`src/sv/flpks_pkg.sv`:
```
package flpks_pkg;

  localparam int SlotCount  = 1024;
  localparam int BloomWords = 512;
  localparam int SlotAw     = $clog2(SlotCount);
  localparam int BloomAw    = (BloomWords > 1) ? $clog2(BloomWords) : 1;
  localparam int CountW     = 11;
  localparam int QueueDepth = 2;
  localparam logic [63:0] MixMult = 64'hd6e8feb86659fd93;
  // refuse when (count + 1) * 10 >= SlotCount * 7
  localparam logic [CountW:0] FullLimit = (CountW + 1)'((SlotCount * 7 + 9) / 10 - 1);

  localparam logic FuncLookup = 1'b0;
  localparam logic FuncInsert = 1'b1;

  typedef struct packed {
    logic        func;
    logic [63:0] key;
  } in_word_t;

  typedef struct packed {
    logic              present;
    logic              added;
    logic              filter_pass;
    logic              table_full;
    logic [CountW-1:0] entry_count;
  } out_word_t;

  // classified item handed from front to back
  typedef struct packed {
    logic              func;
    logic [63:0]       key;
    logic [SlotAw-1:0] slot;
    logic [BloomAw-1:0] bword;
    logic [63:0]       bmask;
  } job_t;

  typedef enum logic [2:0] {
    BK_CLEAR, BK_IDLE, BK_BREAD, BK_PROBE, BK_WRITE, BK_DONE
  } back_state_t;

  typedef enum logic [1:0] {
    FR_IDLE, FR_MUL, FR_MIX
  } front_state_t;

endpackage

```
`src/sv/flpks_front.sv`:
```
module flpks_front (
  input  logic                clk,
  input  logic                rst_n,
  input  logic                in_valid,
  output logic                in_ready,
  input  flpks_pkg::in_word_t in_data,
  output logic                job_valid,
  input  logic                job_ready,
  output flpks_pkg::job_t     job
);
  import flpks_pkg::*;

  front_state_t st_r, st_nxt;
  logic        func_r;
  logic [63:0] key_r;
  logic [63:0] k1_r;
  logic [63:0] prod_r;
  logic [63:0] lo_pp_r;
  logic [63:0] h;

  always_comb begin
    st_nxt = st_r;
    case (st_r)
      FR_IDLE: if (in_valid) st_nxt = FR_MUL;
      FR_MUL:  st_nxt = FR_MIX;
      FR_MIX:  if (job_ready) st_nxt = FR_IDLE;
      default: st_nxt = FR_IDLE;
    endcase
  end

  always_comb begin
    in_ready  = (st_r == FR_IDLE);
    job_valid = (st_r == FR_MIX);
  end

  always_ff @(posedge clk) begin
    if (!rst_n) st_r <= FR_IDLE;
    else st_r <= st_nxt;
  end

  // 64x64 low product split into 32x32 partial products, registered in FR_MUL and summed in FR_MIX
  always_ff @(posedge clk) begin
    if (in_valid && in_ready) begin
      func_r <= in_data.func;
      key_r  <= in_data.key;
      k1_r   <= in_data.key ^ {32'd0, in_data.key[63:32]};
    end
    if (st_r == FR_MUL) begin
      lo_pp_r <= 64'(k1_r[31:0] * MixMult[31:0]);
      prod_r  <= {32'(k1_r[31:0] * MixMult[63:32]) + 32'(k1_r[63:32] * MixMult[31:0]),
                  32'd0};
    end
  end

  always_comb begin
    logic [63:0] p;
    p = lo_pp_r + prod_r;
    h = p ^ {32'd0, p[63:32]};
    job.func  = func_r;
    job.key   = key_r;
    job.slot  = h[SlotAw-1:0];
    job.bword = (BloomWords > 1) ? h[BloomAw-1:0] : '0;
    job.bmask = (64'd1 << h[37:32]) | (64'd1 << h[45:40]) |
                (64'd1 << h[53:48]) | (64'd1 << h[61:56]);
  end
endmodule

```
`config.mk`:
```
export PLATFORM = sky130hd
export DESIGN_NAME = flpks_front
export DESIGN_NICKNAME = d
export VERILOG_FILES = /design/src/sv/flpks_pkg.sv /design/src/sv/flpks_front.sv
export SDC_FILE = /design/constraint.sdc
export NUM_CORES = 2
export LEC_CHECK = 0
export BUFFER_PORTS_ARGS = -buffer_cell sky130_fd_sc_hd__buf_2
export CAP_MARGIN = 20
export CORE_MARGIN = 2
export CORE_UTILIZATION = 37
export CTS_CLUSTER_DIAMETER = 120
export CTS_CLUSTER_SIZE = 16
export DETAILED_ROUTE_END_ITERATION = 16
export PLACE_DENSITY = 0.61
export SKIP_CTS_REPAIR_TIMING = 1
export SLEW_MARGIN = 0
export SYNTH_ARGS = -nofsm -noshare
export SYNTH_HDL_FRONTEND = slang
export SYNTH_SLANG_ARGS = --single-unit
```
`constraint.sdc`:
```
create_clock -name clk -period 19.1 [get_ports clk]
set_input_delay 1.91 -clock clk [delete_from_list [all_inputs] [get_ports clk]]
set_output_delay 1.91 -clock clk [all_outputs]
set_load 0.02 [all_outputs]
```
# After elaboration in Yosys (flattened, before gate mapping)

Index checks and enable logic that the tools add are counted.

Add/subtract/negate cells: 2
Multiply operators: 3
Equality and inequality tests: 4
Shift operators: 4
Muxes and demuxes: 3
Bitwise operators: 5
Reductions and logical operators: 3

Operator list:

| kind                     | number |
|---|---|
| $shl A1 B6 Y64 const A   | 4 |
| $or A64 B64 Y64          | 3 |
| $add A63 B64 Y64         | 1 |
| $xor A64 B32 Y64         | 1 |
| $mul A32 B31 Y63 const B | 1 |
| $xor A62 B32 Y62         | 1 |
| $add A32 B32 Y32         | 1 |
| $mul A32 B29 Y29 const B | 1 |
| $mul A32 B31 Y32 const B | 1 |
| $pmux W2 S3              | 1 |
| $mux W2                  | 2 |
| $eq A2 B1 Y1 const B     | 1 |
| $eq A2 B2 Y1 const B     | 1 |
| $logic_not A2 Y1         | 1 |
| $ne A2 B1 Y1 const B     | 1 |
| $ne A2 B2 Y1 const B     | 1 |
| $reduce_and A2 Y1        | 1 |
| $logic_and A1 B1 Y1      | 1 |

Bits in registers: 226
Bits of input ports: 69
Output and inout port bits: 150
Logic and storage cells: 30

# Longest topological paths before layout

Depth in word-level cells: 6
Depth in mapped cells: 42
Depth with buffers taken out: 42

# Least setup slack after synthesis

Ideal clock, no wire load.

Path type: flip-flop to flip-flop
From: reg k1_r[6]
To: reg prod_r[61], data pin
Library setup time: 0.268 ns
Data arrival time: 10.531 ns
Required time: 18.832 ns
Slack: 8.302 ns
Cell stages (with the launch flop): 41
Path buffers: 0
Period minus slack after synthesis: 10.798 ns
Path through: edfxtp_1 inv_1 fa_1 fa_1 inv_1 fa_1 inv_1 fa_1 inv_1 fa_1 ha_1 fa_1 inv_1 fa_1 inv_1 ha_1 a21oi_1 nand2_1 (+5 left out) a31o_2 a21oi_1 xnor2_1 fa_1 inv_1 fa_1 fa_1 fa_1 fa_1 fa_1 xnor2_1 xnor2_1 xnor2_1 xnor2_1 xnor2_1 xnor2_1 xnor2_1 xnor3_1

Longest elaborated chain between the ends: 2

Ends and longest elaborated chain:

| element                | RTL line          | text |
|---|---|---|
| start, declared        | flpks_front.sv:16 | `logic [63:0] k1_r;` |
| start signal, assigned | flpks_front.sv:46 | `k1_r <= in_data.key ^ {32'd0, in_data.key[63:32]};` |
| $mul A32 B29 Y29       | flpks_front.sv:50 | `prod_r <= {32'(k1_r[31:0] * MixMult[63:32]) + 32'(k1_r[63:32] * MixMult[31:0]),` |
| $add A32 B32 Y32       | flpks_front.sv:50 |  |
| end signal, assigned   | flpks_front.sv:50 |  |
| end, declared          | flpks_front.sv:17 | `logic [63:0] prod_r;` |

No other way between the ends.
A chain may end at the register's enable or synchronous reset.

# Worst setup path in the final report

From: reg k1_r[1]
To: reg prod_r[58], data pin

Same word-level chain as after synthesis.

==> out/results.txt <==
GRT Resource Usage Total = 23.6%
Yosys Warn Count = 0
DRC viols = 0
setup violators final = 0
CP dominant cell by count = fa_1
total grt overflow = 0
Core Rows = 122
Post-Route Setup TNS = 0 ps
Seq/Total Area, Yosys = 12.3%
Worst Skew = 22.1 ps
Initial Utilization = 37.2%
Iteration-0 DRC Markers = 2147
Die H = 337 µm
vias in the first global route = 29372
via/cell ratio = 4.99
clk buf depth = 2
asr flop ratio synth = 0%
clk root buf = clkbuf_16
Tmin final = 12120 ps
Slew headroom = 23.7%
hold-critical path depth = 2
most instantiated library cell after synthesis = inv_1
largest net degree at the start of global routing = 71
CTS tree = done
area of the mapped netlist = 0.0411 mm²
syn_nets = 5421
Core ar. = 0.110 mm²
htree depth = 4
overall routed net length = 131000 µm
crit-path max FO = 11
FF+latch count, synth = 169
dpl hpwl = 116000 µm
1st-pass router iterations = 6
Num CTS Buffers = 17
FF-to-FF Start = k1_r[1]$_DFFE_PP_
fmax = 82.5 MHz
# port buffers = 218
global-route wire length before repair = 193000 µm
Final ANT Viol Nets = 0
GPL Wtd Cong = 0.992
I/O pins = 219
Nets = 5610
clk_lat worst skew = 520 ps
area grow syn2layout = 8.03%
Post-synth EDFFs = 167
Cells after Synth = 3906
Vias = 27947
RSZ-0062 raised after global routing = no
crit path DAT = 12370 ps
Die W = 337 µm
Synth top area share = 40.1%
Clock Pin Slew Worst Setup and Hold Paths = 80 ps
actual slew at the worst max-slew pin = 1140 ps
Slew Viols, Final = 0
Max Cap Viol = 0
status = finished clean
routed length per placed instance = 23.4 µm
CP Launch Type = register
Worst R2R End = prod_r[58]$_DFFE_PN_
CP max stage delay = 870 ps
largest area contributor in the netlist = fa_1
die area = 0.114 mm²
Synth area leaders = fa_1 40%, ha_1 19%, edfxtp_1 12%
main flop type after synthesis = edfxtp_1
critical path class = register to register
hold crit path type = register to register
CP endpoint kind = register
hold_sp = st_r[1]$_SDFFE_PN0P_
end of the worst hold path = st_r[1]$_SDFFE_PN0P_
CP max-delay cell = edfxtp_1
Critical Path RT = 19350 ps
Syn Area/Cell = 10.5 µm²
reg2reg path depth = 40
layout cells sized above 1 = 7.38%
top cells by count, synth = 1215 x inv_1, 823 x fa_1, 623 x ha_1
fin crit share = 63.5%
FF-to-FF setup slack = 6980 ps
Hold Vio Cnt, Final = 0
CTS Sinks = 169
Yosys cell types = 79
antenna violations before repair = 5
==> sequential cells by signal (all words and copies together), names as in the netlist <==
signal	flops
st_r	2
k1_r	32
key_r	64
lo_pp_r	40
prod_r	30
func_r	1
==> worst max-delay path by stage <==
stage | start | end | depth (start not counted)
3_5_place_dp | k1_r[3]$_DFFE_PP_ | prod_r[58]$_DFFE_PN_ | 39
5_1_grt | k1_r[1]$_DFFE_PP_ | prod_r[58]$_DFFE_PN_ | 40
4_1_cts | k1_r[1]$_DFFE_PP_ | prod_r[58]$_DFFE_PN_ | 40
3_3_place_gp | k1_r[3]$_DFFE_PP_ | prod_r[61]$_DFFE_PN_ | 38
6_report | k1_r[1]$_DFFE_PP_ | prod_r[58]$_DFFE_PN_ | 40
2_1_floorplan | k1_r[6]$_DFFE_PP_ | prod_r[61]$_DFFE_PN_ | 40
==> cell usage in the layout (no fill, tap or decap), types with 4 or more instances in the layout <==
master	n
inv_1	1215
fa_1	823
ha_1	623
buf_2	218
edfxtp_1	167
xnor2_1	128
nor2_1	95
a21oi_1	83
xor2_1	81
nand2_1	78
o221ai_1	61
o21ai_0	54
a21o_1	50
nand3_1	33
a22oi_1	33
a32oi_1	32
nor3_1	29
o21a_1	28
buf_4	28
nand2b_1	23
nor2b_1	18
clkbuf_16	17
and3_1	14
a211oi_1	14
and2_1	14
o21bai_1	12
a31oi_1	11
or3_1	7
o211ai_1	7
mux2i_1	6
nor4_1	5
a21boi_0	5
o31ai_1	5
or2_2	4
nor3b_1	4
o22ai_1	4
inv_8	4
==> per-stage QoR <==
| step | cells | setup slack (ps) | util (%) | cell area, µm² | hold slack [ps] |
|---|---|---|---|---|---|
| floorplan | 3906 | 8300 | - | 41100 | 671 |
| global placement | 5562 | 7370 | 39.7 | 43800 | 588 |
| detailed placement | 5563 | 7170 | 39.7 | 43800 | 606 |
| CTS | 5595 | 7080 | 40.2 | 44400 | 626 |
| global route | 5596 | 6370 | 40.2 | 44400 | 663 |
| finish | 5597 | 6980 | 40.2 | 44400 | 616 |
==> logic make-up (layout without fill, tap and decap cells) <==
family / after synthesis / in the layout / share of synthesized area (%)
DFF: 169 / 169 / 12.3
buffers and inverters: 1292 / 1494 / 12.2
muxes: 6 / 6 / 0.146
xor gates and xnor gates: 210 / 210 / 4.51
and+or+nand+nor: 347 / 347 / 4.19
adders and majority gates: 1446 / 1446 / 59.0
other: 0 / 1 / 0
AOI/OAI and AO/OA: 436 / 436 / 7.57
==> area by class of cell <==
cell class                 count  area [µm²]
tap                         1488        1860
timing repair buffer         247        1310
sequential                   169        5050
clock inverter                14         151
clock buffer                  18         429
inverter                    1215        4560
multi-input combinational   2445       31000
fill                       10795       66000
antenna                        1        2.50
==> critical path: cells and delay by family (launching register included) <==
family	cells	cell delay, ps
fa+ha+maj	16	6660
compound gates	8	2020
buf+inv	8	540
flops	1	870
xor+xnor	2	350
simple gates	6	1420
==> layer usage <==
metal / wire length (µm) / track usage [%] / up-vias
met2: 62100 / 38.6 / 976
met5: 0 / 0 / -
met3: 7460 / 2.97 / 209
li1: - / - / 12572
met4: 5680 / 9.14 / 0
met1: 56000 / 32.0 / 14190
Power is not shown: default switching activity piles up to over one toggle a cycle in this logic, so the estimate is an artifact.
