$ cat src/sv/flpks_pkg.sv
package flpks_pkg;

  localparam int SlotCount  = 1024;
  localparam int BloomWords = 512;
  localparam int SlotAw     = $clog2(SlotCount);
  localparam int BloomAw    = (BloomWords > 1) ? $clog2(BloomWords) : 1;
  localparam int CountW     = 11;
  localparam int QueueDepth = 2;
  localparam logic [63:0] MixMult = 64'hd6e8feb86659fd93;
  // refuse when (count + 1) * 10 >= SlotCount * 7
  localparam logic [CountW:0] FullLimit = (CountW + 1)'((SlotCount * 7 + 9) / 10 - 1);

  localparam logic FuncLookup = 1'b0;
  localparam logic FuncInsert = 1'b1;

  typedef struct packed {
    logic        func;
    logic [63:0] key;
  } in_word_t;

  typedef struct packed {
    logic              present;
    logic              added;
    logic              filter_pass;
    logic              table_full;
    logic [CountW-1:0] entry_count;
  } out_word_t;

  // classified item handed from front to back
  typedef struct packed {
    logic              func;
    logic [63:0]       key;
    logic [SlotAw-1:0] slot;
    logic [BloomAw-1:0] bword;
    logic [63:0]       bmask;
  } job_t;

  typedef enum logic [2:0] {
    BK_CLEAR, BK_IDLE, BK_BREAD, BK_PROBE, BK_WRITE, BK_DONE
  } back_state_t;

  typedef enum logic [1:0] {
    FR_IDLE, FR_MUL, FR_MIX
  } front_state_t;

endpackage

$ cat src/sv/flpks_queue.sv
module flpks_queue (
  input  logic            clk,
  input  logic            rst_n,
  input  logic            wr_valid,
  output logic            wr_ready,
  input  flpks_pkg::job_t wr_data,
  output logic            rd_valid,
  input  logic            rd_ready,
  output flpks_pkg::job_t rd_data
);
  import flpks_pkg::*;

  localparam int Pw = $clog2(QueueDepth);
  job_t            mem_r [QueueDepth];
  logic [Pw-1:0]   wp_r, rp_r;
  logic [Pw:0]     cnt_r;
  logic            push, pop;

  assign wr_ready = (cnt_r != (Pw+1)'(QueueDepth));
  assign rd_valid = (cnt_r != '0);
  assign rd_data  = mem_r[rp_r];
  assign push = wr_valid && wr_ready;
  assign pop  = rd_valid && rd_ready;

  always_ff @(posedge clk) begin
    if (!rst_n) begin
      wp_r <= '0; rp_r <= '0; cnt_r <= '0;
    end else begin
      if (push) wp_r <= wp_r + 1'b1;
      if (pop)  rp_r <= rp_r + 1'b1;
      cnt_r <= cnt_r + (Pw+1)'(push) - (Pw+1)'(pop);
    end
  end

  always_ff @(posedge clk) begin
    if (push) mem_r[wp_r] <= wr_data;
  end
endmodule

$ cat config.mk
export PLATFORM = sky130hd
export DESIGN_NAME = flpks_queue
export DESIGN_NICKNAME = d
export VERILOG_FILES = /design/src/sv/flpks_pkg.sv /design/src/sv/flpks_queue.sv
export SDC_FILE = /design/constraint.sdc
export NUM_CORES = 1
export LEC_CHECK = 0
export BUFFER_PORTS_ARGS = -buffer_cell sky130_fd_sc_hd__buf_4
export CORE_MARGIN = 2
export CORE_UTILIZATION = 30
export CTS_CLUSTER_SIZE = 28
export DETAILED_ROUTE_END_ITERATION = 12
export GPL_TIMING_DRIVEN = 0
export REMOVE_ABC_BUFFERS = 1
export SETUP_SLACK_MARGIN = 0.2
export SLEW_MARGIN = 20
export SYNTH_ARGS = -nofsm -noshare
export SYNTH_HDL_FRONTEND = slang
export SYNTH_SLANG_ARGS = --single-unit
export TNS_END_PERCENT = 5
$ cat constraint.sdc
create_clock -name clk -period 7.72 [get_ports clk]
set_input_delay 1.544 -clock clk [delete_from_list [all_inputs] [get_ports clk]]
set_output_delay 1.544 -clock clk [all_outputs]
set_load 0.01 [all_outputs]
-- Word-level counts from Yosys, hierarchy flattened
Memory sizes are Yosys's and may differ from the RTL's. A register that Yosys moved wholly into a read port is not among the register bits.
Cells that the tools add are included.
- input port bits: 152
- RAM bits: 296
- memories: 1
- bits in registers: 4
- memories (memory ; depth ; width ; rd ports ; clocked after memory_dff ; wr ports ; line ; RTL):
    mem_r ; 2 ; 148 ; 1 ; 1 ; 1 ; flpks_queue.sv:14 ; job_t mem_r [QueueDepth];
- equality and inequality tests: 1
- multiplexer cells: 4
- reduce and logical (&&, ||, !) cells: 3
- $add $sub $neg: 4
- operator list (operator ; count):
    two-way mux 1 bit ; 4
    adder 1 bit (second input constant) ; 2
    adder 2 x 1 -> 2 bit ; 1
    logical AND 1 bit ; 2
    inequality test 2 bit (second input constant) ; 1
    nonzero test 2 bit ; 1
    subtractor 2 x 1 -> 2 bit ; 1

-- Longest topological paths before layout
Gate-level depths: netlist of the first run.
- depth after elaboration: 4
- gate-level depth with buffers: 6
- mapped depth without buffers: 6

-- Worst setup path after synthesis of the first run
Ideal clock, no wire load.
- kind: input to register
- from: input wr_valid
- to: memory mem_r[1][0] in the netlist's numbering (enable)
- slack: 2.203 ns
- arrival: 4.991 ns
- required time: 7.194 ns
- stages on the path: 1
- library setup time: 0.526 ns
- cell sequence: and3_1
- cells in the longest elaborated chain, start to end: 3
- RTL lines (item ; line ; RTL):
    start: declaration ; flpks_queue.sv:4 ; input logic wr_valid,
    logical AND 1 bit ; flpks_queue.sv:22 ; assign push = wr_valid && wr_ready;
    two-way mux 1 bit ; flpks_queue.sv:36 ; if (push) mem_r[wp_r] <= wr_data;
    two-way mux 1 bit (not written as such) ; flpks_queue.sv:36 ;
    end: declaration ; flpks_queue.sv:14 ;
Every way passes these cells.

==> results.json, run 1 <==
{
  "routed-via-count": 5660,
  "clockBufferDepth": 3,
  "numPortBuffers": 301,
  "die_height_um": 195,
  "worst_ir_drop_vdd_uv": 218,
  "grt_first_pass_wirelength_mm": 34.5,
  "run_status": "complete, no violations",
  "leakagePower_nw": 5.46,
  "postLayoutCellArea_sq_um": 14900,
  "initial_utilization_pct": 30.2,
  "initialDrtViolationCount": 238,
  "post_synth_and_or_nand_nor_area_fraction_pct": 0.672,
  "layout-drive-gt1-share_pct": 60.2,
  "critical_path_arrival_ps": 2290,
  "setup_viol_count_final": 0,
  "timing.critical_path.to_type": "output port",
  "cellPowerDensity_nw_per_um2": 308,
  "cts_tree": "yes",
  "route.detailed.wl_per_inst_um": 17.6,
  "startpoint_type": "flip-flop",
  "post_synth_top_area_cell": "sky130_fd_sc_hd__edfxtp_1",
  "cts_hold_buf": 0,
  "ioPinCount": 302,
  "path_max_fanout": 45,
  "synth_sequential_area_ratio_pct": 81.9,
  "placement.cell_area_sq_um": 13900,
  "groute.usage.overall_pct": 11.9,
  "area_growth_pct": 35.9,
  "fin_worst_hold_slack_ps": 579,
  "route.final.wire_length_mm": 23.0,
  "fin_crit_ps": 3840,
  "synth_largest_type_area_fraction_pct": 81.0,
  "finalHoldViolations": 0,
  "fmax_mhz": 261,
  "via_per_inst": 4.33,
  "htree_num_levels": 2,
  "synth-seq-cells": 301,
  "final.fill_count": 3275,
  "detailedPlacementHpwl_mm": 14.4,
  "cts_resized": 0,
  "placeableCoreArea_sq_um": 36300,
  "rows": 70,
  "syn_area_per_cell_sq_um": 22.4,
  "min_path_type": "flip-flop to flip-flop",
  "arithmetic_cell_share_of_the_synthesized_area_counting_full_adders_half_adders_and_majority_gates_pct": 0.114,
  "synthesis.area_sq_um": 11000,
  "placement.setup.worst_slack_ps": 4370,
  "cap_violations": 0,
  "multiplexer_fraction_of_the_synthesized_cell_area_pct": 15.3,
  "tritoncts.num_buffers": 35,
  "most_common_cell_after_layout_fill_and_taps_aside": "sky130_fd_sc_hd__buf_4",
  "worst_pin_slew_ps": 588,
  "antenna_violations_before_repair": 0,
  "synth_top_family_by_area": "multiplexers",
  "synthesis.instances": 489,
  "final_cell_mix": "sky130_fd_sc_hd__buf_4 (301), sky130_fd_sc_hd__edfxtp_1 (296), sky130_fd_sc_hd__mux2_2 (148), sky130_fd_sc_hd__clkbuf_16 (37), sky130_fd_sc_hd__clkbuf_1 (10)",
  "via_count_of_the_first_global_routing_pass": 6018,
  "n_antenna_cell": 0,
  "clk_pin_slew_ps": 50,
  "cp_data_required_time_ps": 6180,
  "yosys.area_share.xor_xnor_pct": 0.0798,
  "critPathKind": "flip-flop to output port",
  "fp.dieW_um": 195,
  "layout_worst_path_cycle_share_pct": 49.7,
  "rsz_0062_raised_after_global_routing": "false",
  "die_footprint_sq_um": 38100,
  "cts.sink_count": 301,
  "drcViolationCount": 0,
  "place_congestion": 0.707,
  "compound_cell_area_share_of_the_yosys_netlist_pct": 0.490,
  "maximum_number_of_pins_on_one_net_before_global_route_repair": 80,
  "timing.slew.headroom_pct": 60.8,
  "finish.net_count": 971,
  "ys_warn_count": 0,
  "clock_latency_on_the_worst_skew_pair_ps": 530,
  "slew_violations": 0,
  "finClkSkew_ps": 12.0,
  "setup_ws_ps": 3880,
  "post_synth_main_area_contributors": "sky130_fd_sc_hd__edfxtp_1 (81%), sky130_fd_sc_hd__mux2_2 (15%), sky130_fd_sc_hd__buf_6 (1.2%)",
  "cts-root-buf": "sky130_fd_sc_hd__clkbuf_16",
  "ant_nets": 0,
  "detail_route.first_pass.iterations": 4,
  "post_synth_num_cell_types": 24,
  "postCtsSetupBuffers": 0,
  "overflow": 0
}
[where the power goes]
group	leakage, nW	internal (mW)	total (mW)	switching (mW)
logic	2.13	0.536	0.994	0.458
registers	2.81	1.99	2.04	0.0536
clock network	0.512	0.937	1.56	0.622
total	5.46	3.46	4.59	1.13
[kinds of logic after synthesis]
group | after synthesis
AO/OA/AOI/OAI | 7
XOR/XNOR | 1
adder cells (fa/ha/maj) | 1
buffers and inverters | 17
flip-flops | 301
multiplexers | 149
AND/OR/NAND/NOR | 13
[flip-flops by register name (all words and copies together), names as in the netlist, named ones only]
register / count
mem_r: 296
rp_r: 1
wp_r: 1
cnt_r: 2
[layout make-up]
| type | count | area (sq um) | area share (%) |
|---|---|---|---|
| Clock buffer | 47 | 963 | 6.46 |
| Clock inverter | 11 | 104 | 0.696 |
| Inverter | 1 | 11.3 | 0.0755 |
| Multi-Input combinational cell | 171 | 1830 | 12.3 |
| Sequential cell | 301 | 8990 | 60.3 |
| Tap cell | 468 | 586 | 3.92 |
| Timing Repair Buffer | 308 | 2440 | 16.3 |
[metal layers]
layer / track usage [%] / share of wire [%] / up-vias
met5: 0 / 0 / -
li1: - / - / 2610
met3: 5.22 / 9.0 / 51
met1: 13.3 / 39 / 2794
met4: 6.42 / 4.1 / 0
met2: 19.3 / 48 / 205
[metrics by stage]
stage	power [mW]	TNS (ps)	util [%]	cells
after detailed placement	3.10	0	38.1	1249
final	4.59	0	41.1	1307
after floorplan	2.61	0	-	473
after global placement	3.17	-147010	37.6	1242
after CTS	4.70	0	41.1	1307
after global routing	4.81	0	41.1	1307
[cell usage after synthesis (all sizes together)]
master,number
inv,1
a211oi,1
a32oi,1
mux2i,1
nand2,1
a21bo,2
ha,1
o21ai,2
mux2,148
buf,16
nand2b,2
a21boi,1
edfxtp,296
nor2,2
nand3,1
nand3b,1
dfxtp,5
and3,1
nor2b,1
and2,3
xnor2,1
or2,1
[worst max-delay path: stages (launching register included)]
cell	delay, ps
sky130_fd_sc_hd__dfxtp_4	640
sky130_fd_sc_hd__buf_16	310
sky130_fd_sc_hd__buf_12	260
sky130_fd_sc_hd__mux2_2	370
sky130_fd_sc_hd__buf_4	150
[path summary, 6_finish.rpt]
kind	depth (start not counted)	endpoint	from	slack, ps
setup / recovery	4	rd_data[132]	flip-flop	3880
setup reg to reg	4	mem_r[0][121]	cnt_r[0]	5530
hold reg to reg	2	flip-flop	rp_r	580
hold / removal	2	flip-flop	rp_r	580
Power figures use the tool's default switching activity.
==> inputs of run 2 (changes only) <==
- ABC_AREA: not set -> 1
- clock period: 7.72 -> 3.3 ns (I/O delays scaled with it)
==> run 2 against run 1 <==
  * Synthesized cell count rose by 1.4%
  * Register-to-register slack worse by 4400 ps
  * Die area decreased by 0.27%
==> results.json, run 2 <==
{
  "run_status": "complete, no violations",
  "overflow": 0,
  "largest_reg_flops": 296,
  "clock_latency_on_the_worst_skew_pair_ps": 520,
  "ys_async_sr_fraction_pct": 0,
  "path_max_fanout": 44,
  "cts_hold_buf": 0,
  "cap_violations": 0,
  "synth-seq-cells": 301,
  "clockBufferDepth": 3,
  "post_synth_main_area_contributors": "sky130_fd_sc_hd__edfxtp_1 (81%), sky130_fd_sc_hd__mux2_2 (15%), sky130_fd_sc_hd__buf_6 (1.2%)",
  "worstReg2RegStart": "cnt_r[0]",
  "final.fill_count": 3223,
  "synthTopCellsByCount": "sky130_fd_sc_hd__edfxtp_1 (296), sky130_fd_sc_hd__mux2_2 (148), sky130_fd_sc_hd__buf_6 (12)",
  "total_power_mw": 11.6,
  "cts.sink_count": 301,
  "cp_slowest_stage_delay_ps": 590,
  "min_path_type": "input pin to flip-flop",
  "rrSetupSlack_ps": 1110,
  "fp.dieW_um": 195,
  "cts_tree": "yes",
  "grt_first_pass_wirelength_mm": 35.0,
  "placeableCoreArea_sq_um": 35700,
  "tritoncts.num_buffers": 34,
  "hold_path_startpoint": "wr_data[86]",
  "post_synth_num_cell_types": 13,
  "numPortBuffers": 301,
  "most_common_cell_after_layout_fill_and_taps_aside": "sky130_fd_sc_hd__buf_4",
  "synth_largest_type_area_fraction_pct": 81.2,
  "final_util_pct": 42.4,
  "highest_delay_cell_along_the_critical_path": "sky130_fd_sc_hd__dfxtp_4",
  "finish.net_count": 988,
  "finalHoldViolations": 0,
  "antenna_violations_before_repair": 2,
  "rsz_0062_raised_after_global_routing": "false",
  "critPathBufInv": 3,
  "fmax_mhz": 340,
  "worst_ir_drop_vdd_uv": 533,
  "groute.usage.overall_pct": 12.0,
  "place_congestion": 0.692,
  "finClkSkew_ps": 12.8,
  "cp_cell_sequence": "buf_12 -> buf_16 -> mux2_2 -> buf_4",
  "via_count_of_the_first_global_routing_pass": 6176,
  "ioPinCount": 302,
  "clk_pin_slew_ps": 60,
  "final_cell_count_no_fill": 1319,
  "critPathKind": "flip-flop to output port",
  "initial_utilization_pct": 30.6,
  "totalNegativeSetupSlack_ps": 0,
  "placement.cell_area_sq_um": 14100,
  "leakagePower_nw": 5.60,
  "synth_sequential_area_ratio_pct": 82.1,
  "cellPowerDensity_nw_per_um2": 768,
  "route.final.wire_length_mm": 23.0,
  "reg_top3": "mem_r (296), cnt_r (2)",
  "detail_route.first_pass.iterations": 4,
  "regToRegEndpoint": "mem_r[1][63]",
  "slew_violations": 0,
  "layout-drive-gt1-share_pct": 60.1,
  "worst_pin_slew_ps": 603,
  "timing.hold.worst_path_depth": 1,
  "post_synth_top_area_cell": "sky130_fd_sc_hd__edfxtp_1",
  "ys_warn_count": 0,
  "cp_data_required_time_ps": 2640,
  "maximum_number_of_pins_on_one_net_before_global_route_repair": 49,
  "crit_family": "buffers and inverters",
  "yosys.cell_count.top_type": "sky130_fd_sc_hd__edfxtp_1",
  "startpoint_type": "flip-flop",
  "synthesis.instances": 496,
  "route.detailed.wl_per_inst_um": 17.5,
  "fin_worst_hold_slack_ps": 315,
  "syn_area_per_cell_sq_um": 22.1,
  "cts_resized": 0,
  "htree_num_levels": 2,
  "timing.critical_path.to_type": "output port",
  "dominantRegCellSynth": "sky130_fd_sc_hd__edfxtp_1",
  "hold-path-endpoint": "mem_r[1][86]",
  "synth_enable_flop_cells": 296,
  "layout_worst_path_cycle_share_pct": 89.1,
  "postLayoutCellArea_sq_um": 15200,
  "timing.slew.headroom_pct": 59.7,
  "timing.reg2reg.worst_path_depth": 8,
  "final_cell_mix": "sky130_fd_sc_hd__buf_4 (301), sky130_fd_sc_hd__edfxtp_1 (296), sky130_fd_sc_hd__mux2_2 (148), sky130_fd_sc_hd__clkbuf_16 (37), sky130_fd_sc_hd__nand2_1 (11)",
  "routed-via-count": 5737,
  "initialDrtViolationCount": 168,
  "postCtsSetupBuffers": 0,
  "placement.setup.worst_slack_ps": 827,
  "area_growth_pct": 38.6,
  "die_footprint_sq_um": 38000,
  "largest-register": "mem_r",
  "critical_path_arrival_ps": 2280,
  "fin_crit_ps": 2940,
  "ant_nets": 0,
  "detailedPlacementHpwl_mm": 15.6,
  "rows": 69,
  "synthesis.area_sq_um": 10900,
  "setup_viol_count_final": 0,
  "via_per_inst": 4.35,
  "cts-root-buf": "sky130_fd_sc_hd__clkbuf_16",
  "die_height_um": 195,
  "drcViolationCount": 0,
  "setup_ws_ps": 361,
  "cell_count_after_placement": 1260
}
## run 2: routing by layer
layer  GRT usage, %  share of wire (%)  routed length [um]
met5              0              0.069                  16
met1           13.6                 39                8990
met3           5.60                9.2                2120
met4           4.95                3.2                 734
met2           19.7                 49               11200
## run 2: power by group
part | internal (mW) | switching (mW) | total (mW)
Sequential | 4.84 | 0.146 | 4.99
Clock | 2.26 | 1.43 | 3.69
Combinational | 1.58 | 1.39 | 2.97
Total | 8.68 | 2.97 | 11.6
## run 2: cell families (layout without fill, tap and decap cells)
group	after synthesis	count (layout)	share of synthesized area, %
adder cells (fa/ha/maj)	1	1	0.114
other	0	1	0
multiplexers	148	148	15.2
buffers and inverters	23	384	1.70
AND/OR/NAND/NOR	21	21	0.731
AO/OA/AOI/OAI	1	1	0.0457
XOR/XNOR	1	1	0.0800
flip-flops	301	301	82.1
## run 2: worst reg2reg max path, stage by stage (launching register included)
cell and delay, ps:
sky130_fd_sc_hd__dfxtp_1 360, sky130_fd_sc_hd__inv_1 50, sky130_fd_sc_hd__nand2_1 70, sky130_fd_sc_hd__nand2_1 210, sky130_fd_sc_hd__nor2_4 380, sky130_fd_sc_hd__buf_12 240
sky130_fd_sc_hd__buf_16 200, sky130_fd_sc_hd__buf_16 190, sky130_fd_sc_hd__buf_16 170
## run 2: worst max path at each step
stage	from	endpoint	slack, ps	cells past startpoint
final	flip-flop	rd_data[19]	360	4
after global routing	flip-flop	rd_data[49]	210	4
after CTS	flip-flop	rd_data[19]	290	4
after detailed placement	wr_valid	mem_r[1][63]	830	7
after global placement	wr_valid	mem_r[1][63]	-8890	3
after floorplan	wr_valid	mem_r[1][0]	-4340	2
## run 2: layout make-up
| type | instances | area [sq um] | share of cell area, % |
|---|---|---|---|
| sequential | 301 | 8990 | 59.3 |
| multi-input combinational | 172 | 1790 | 11.8 |
| clock inverter | 14 | 138 | 0.907 |
| antenna | 1 | 2.50 | 0.0165 |
| clock buffer | 44 | 952 | 6.28 |
| timing repair buffer | 319 | 2700 | 17.8 |
| tap | 461 | 577 | 3.80 |
| inverter | 7 | 26.3 | 0.173 |
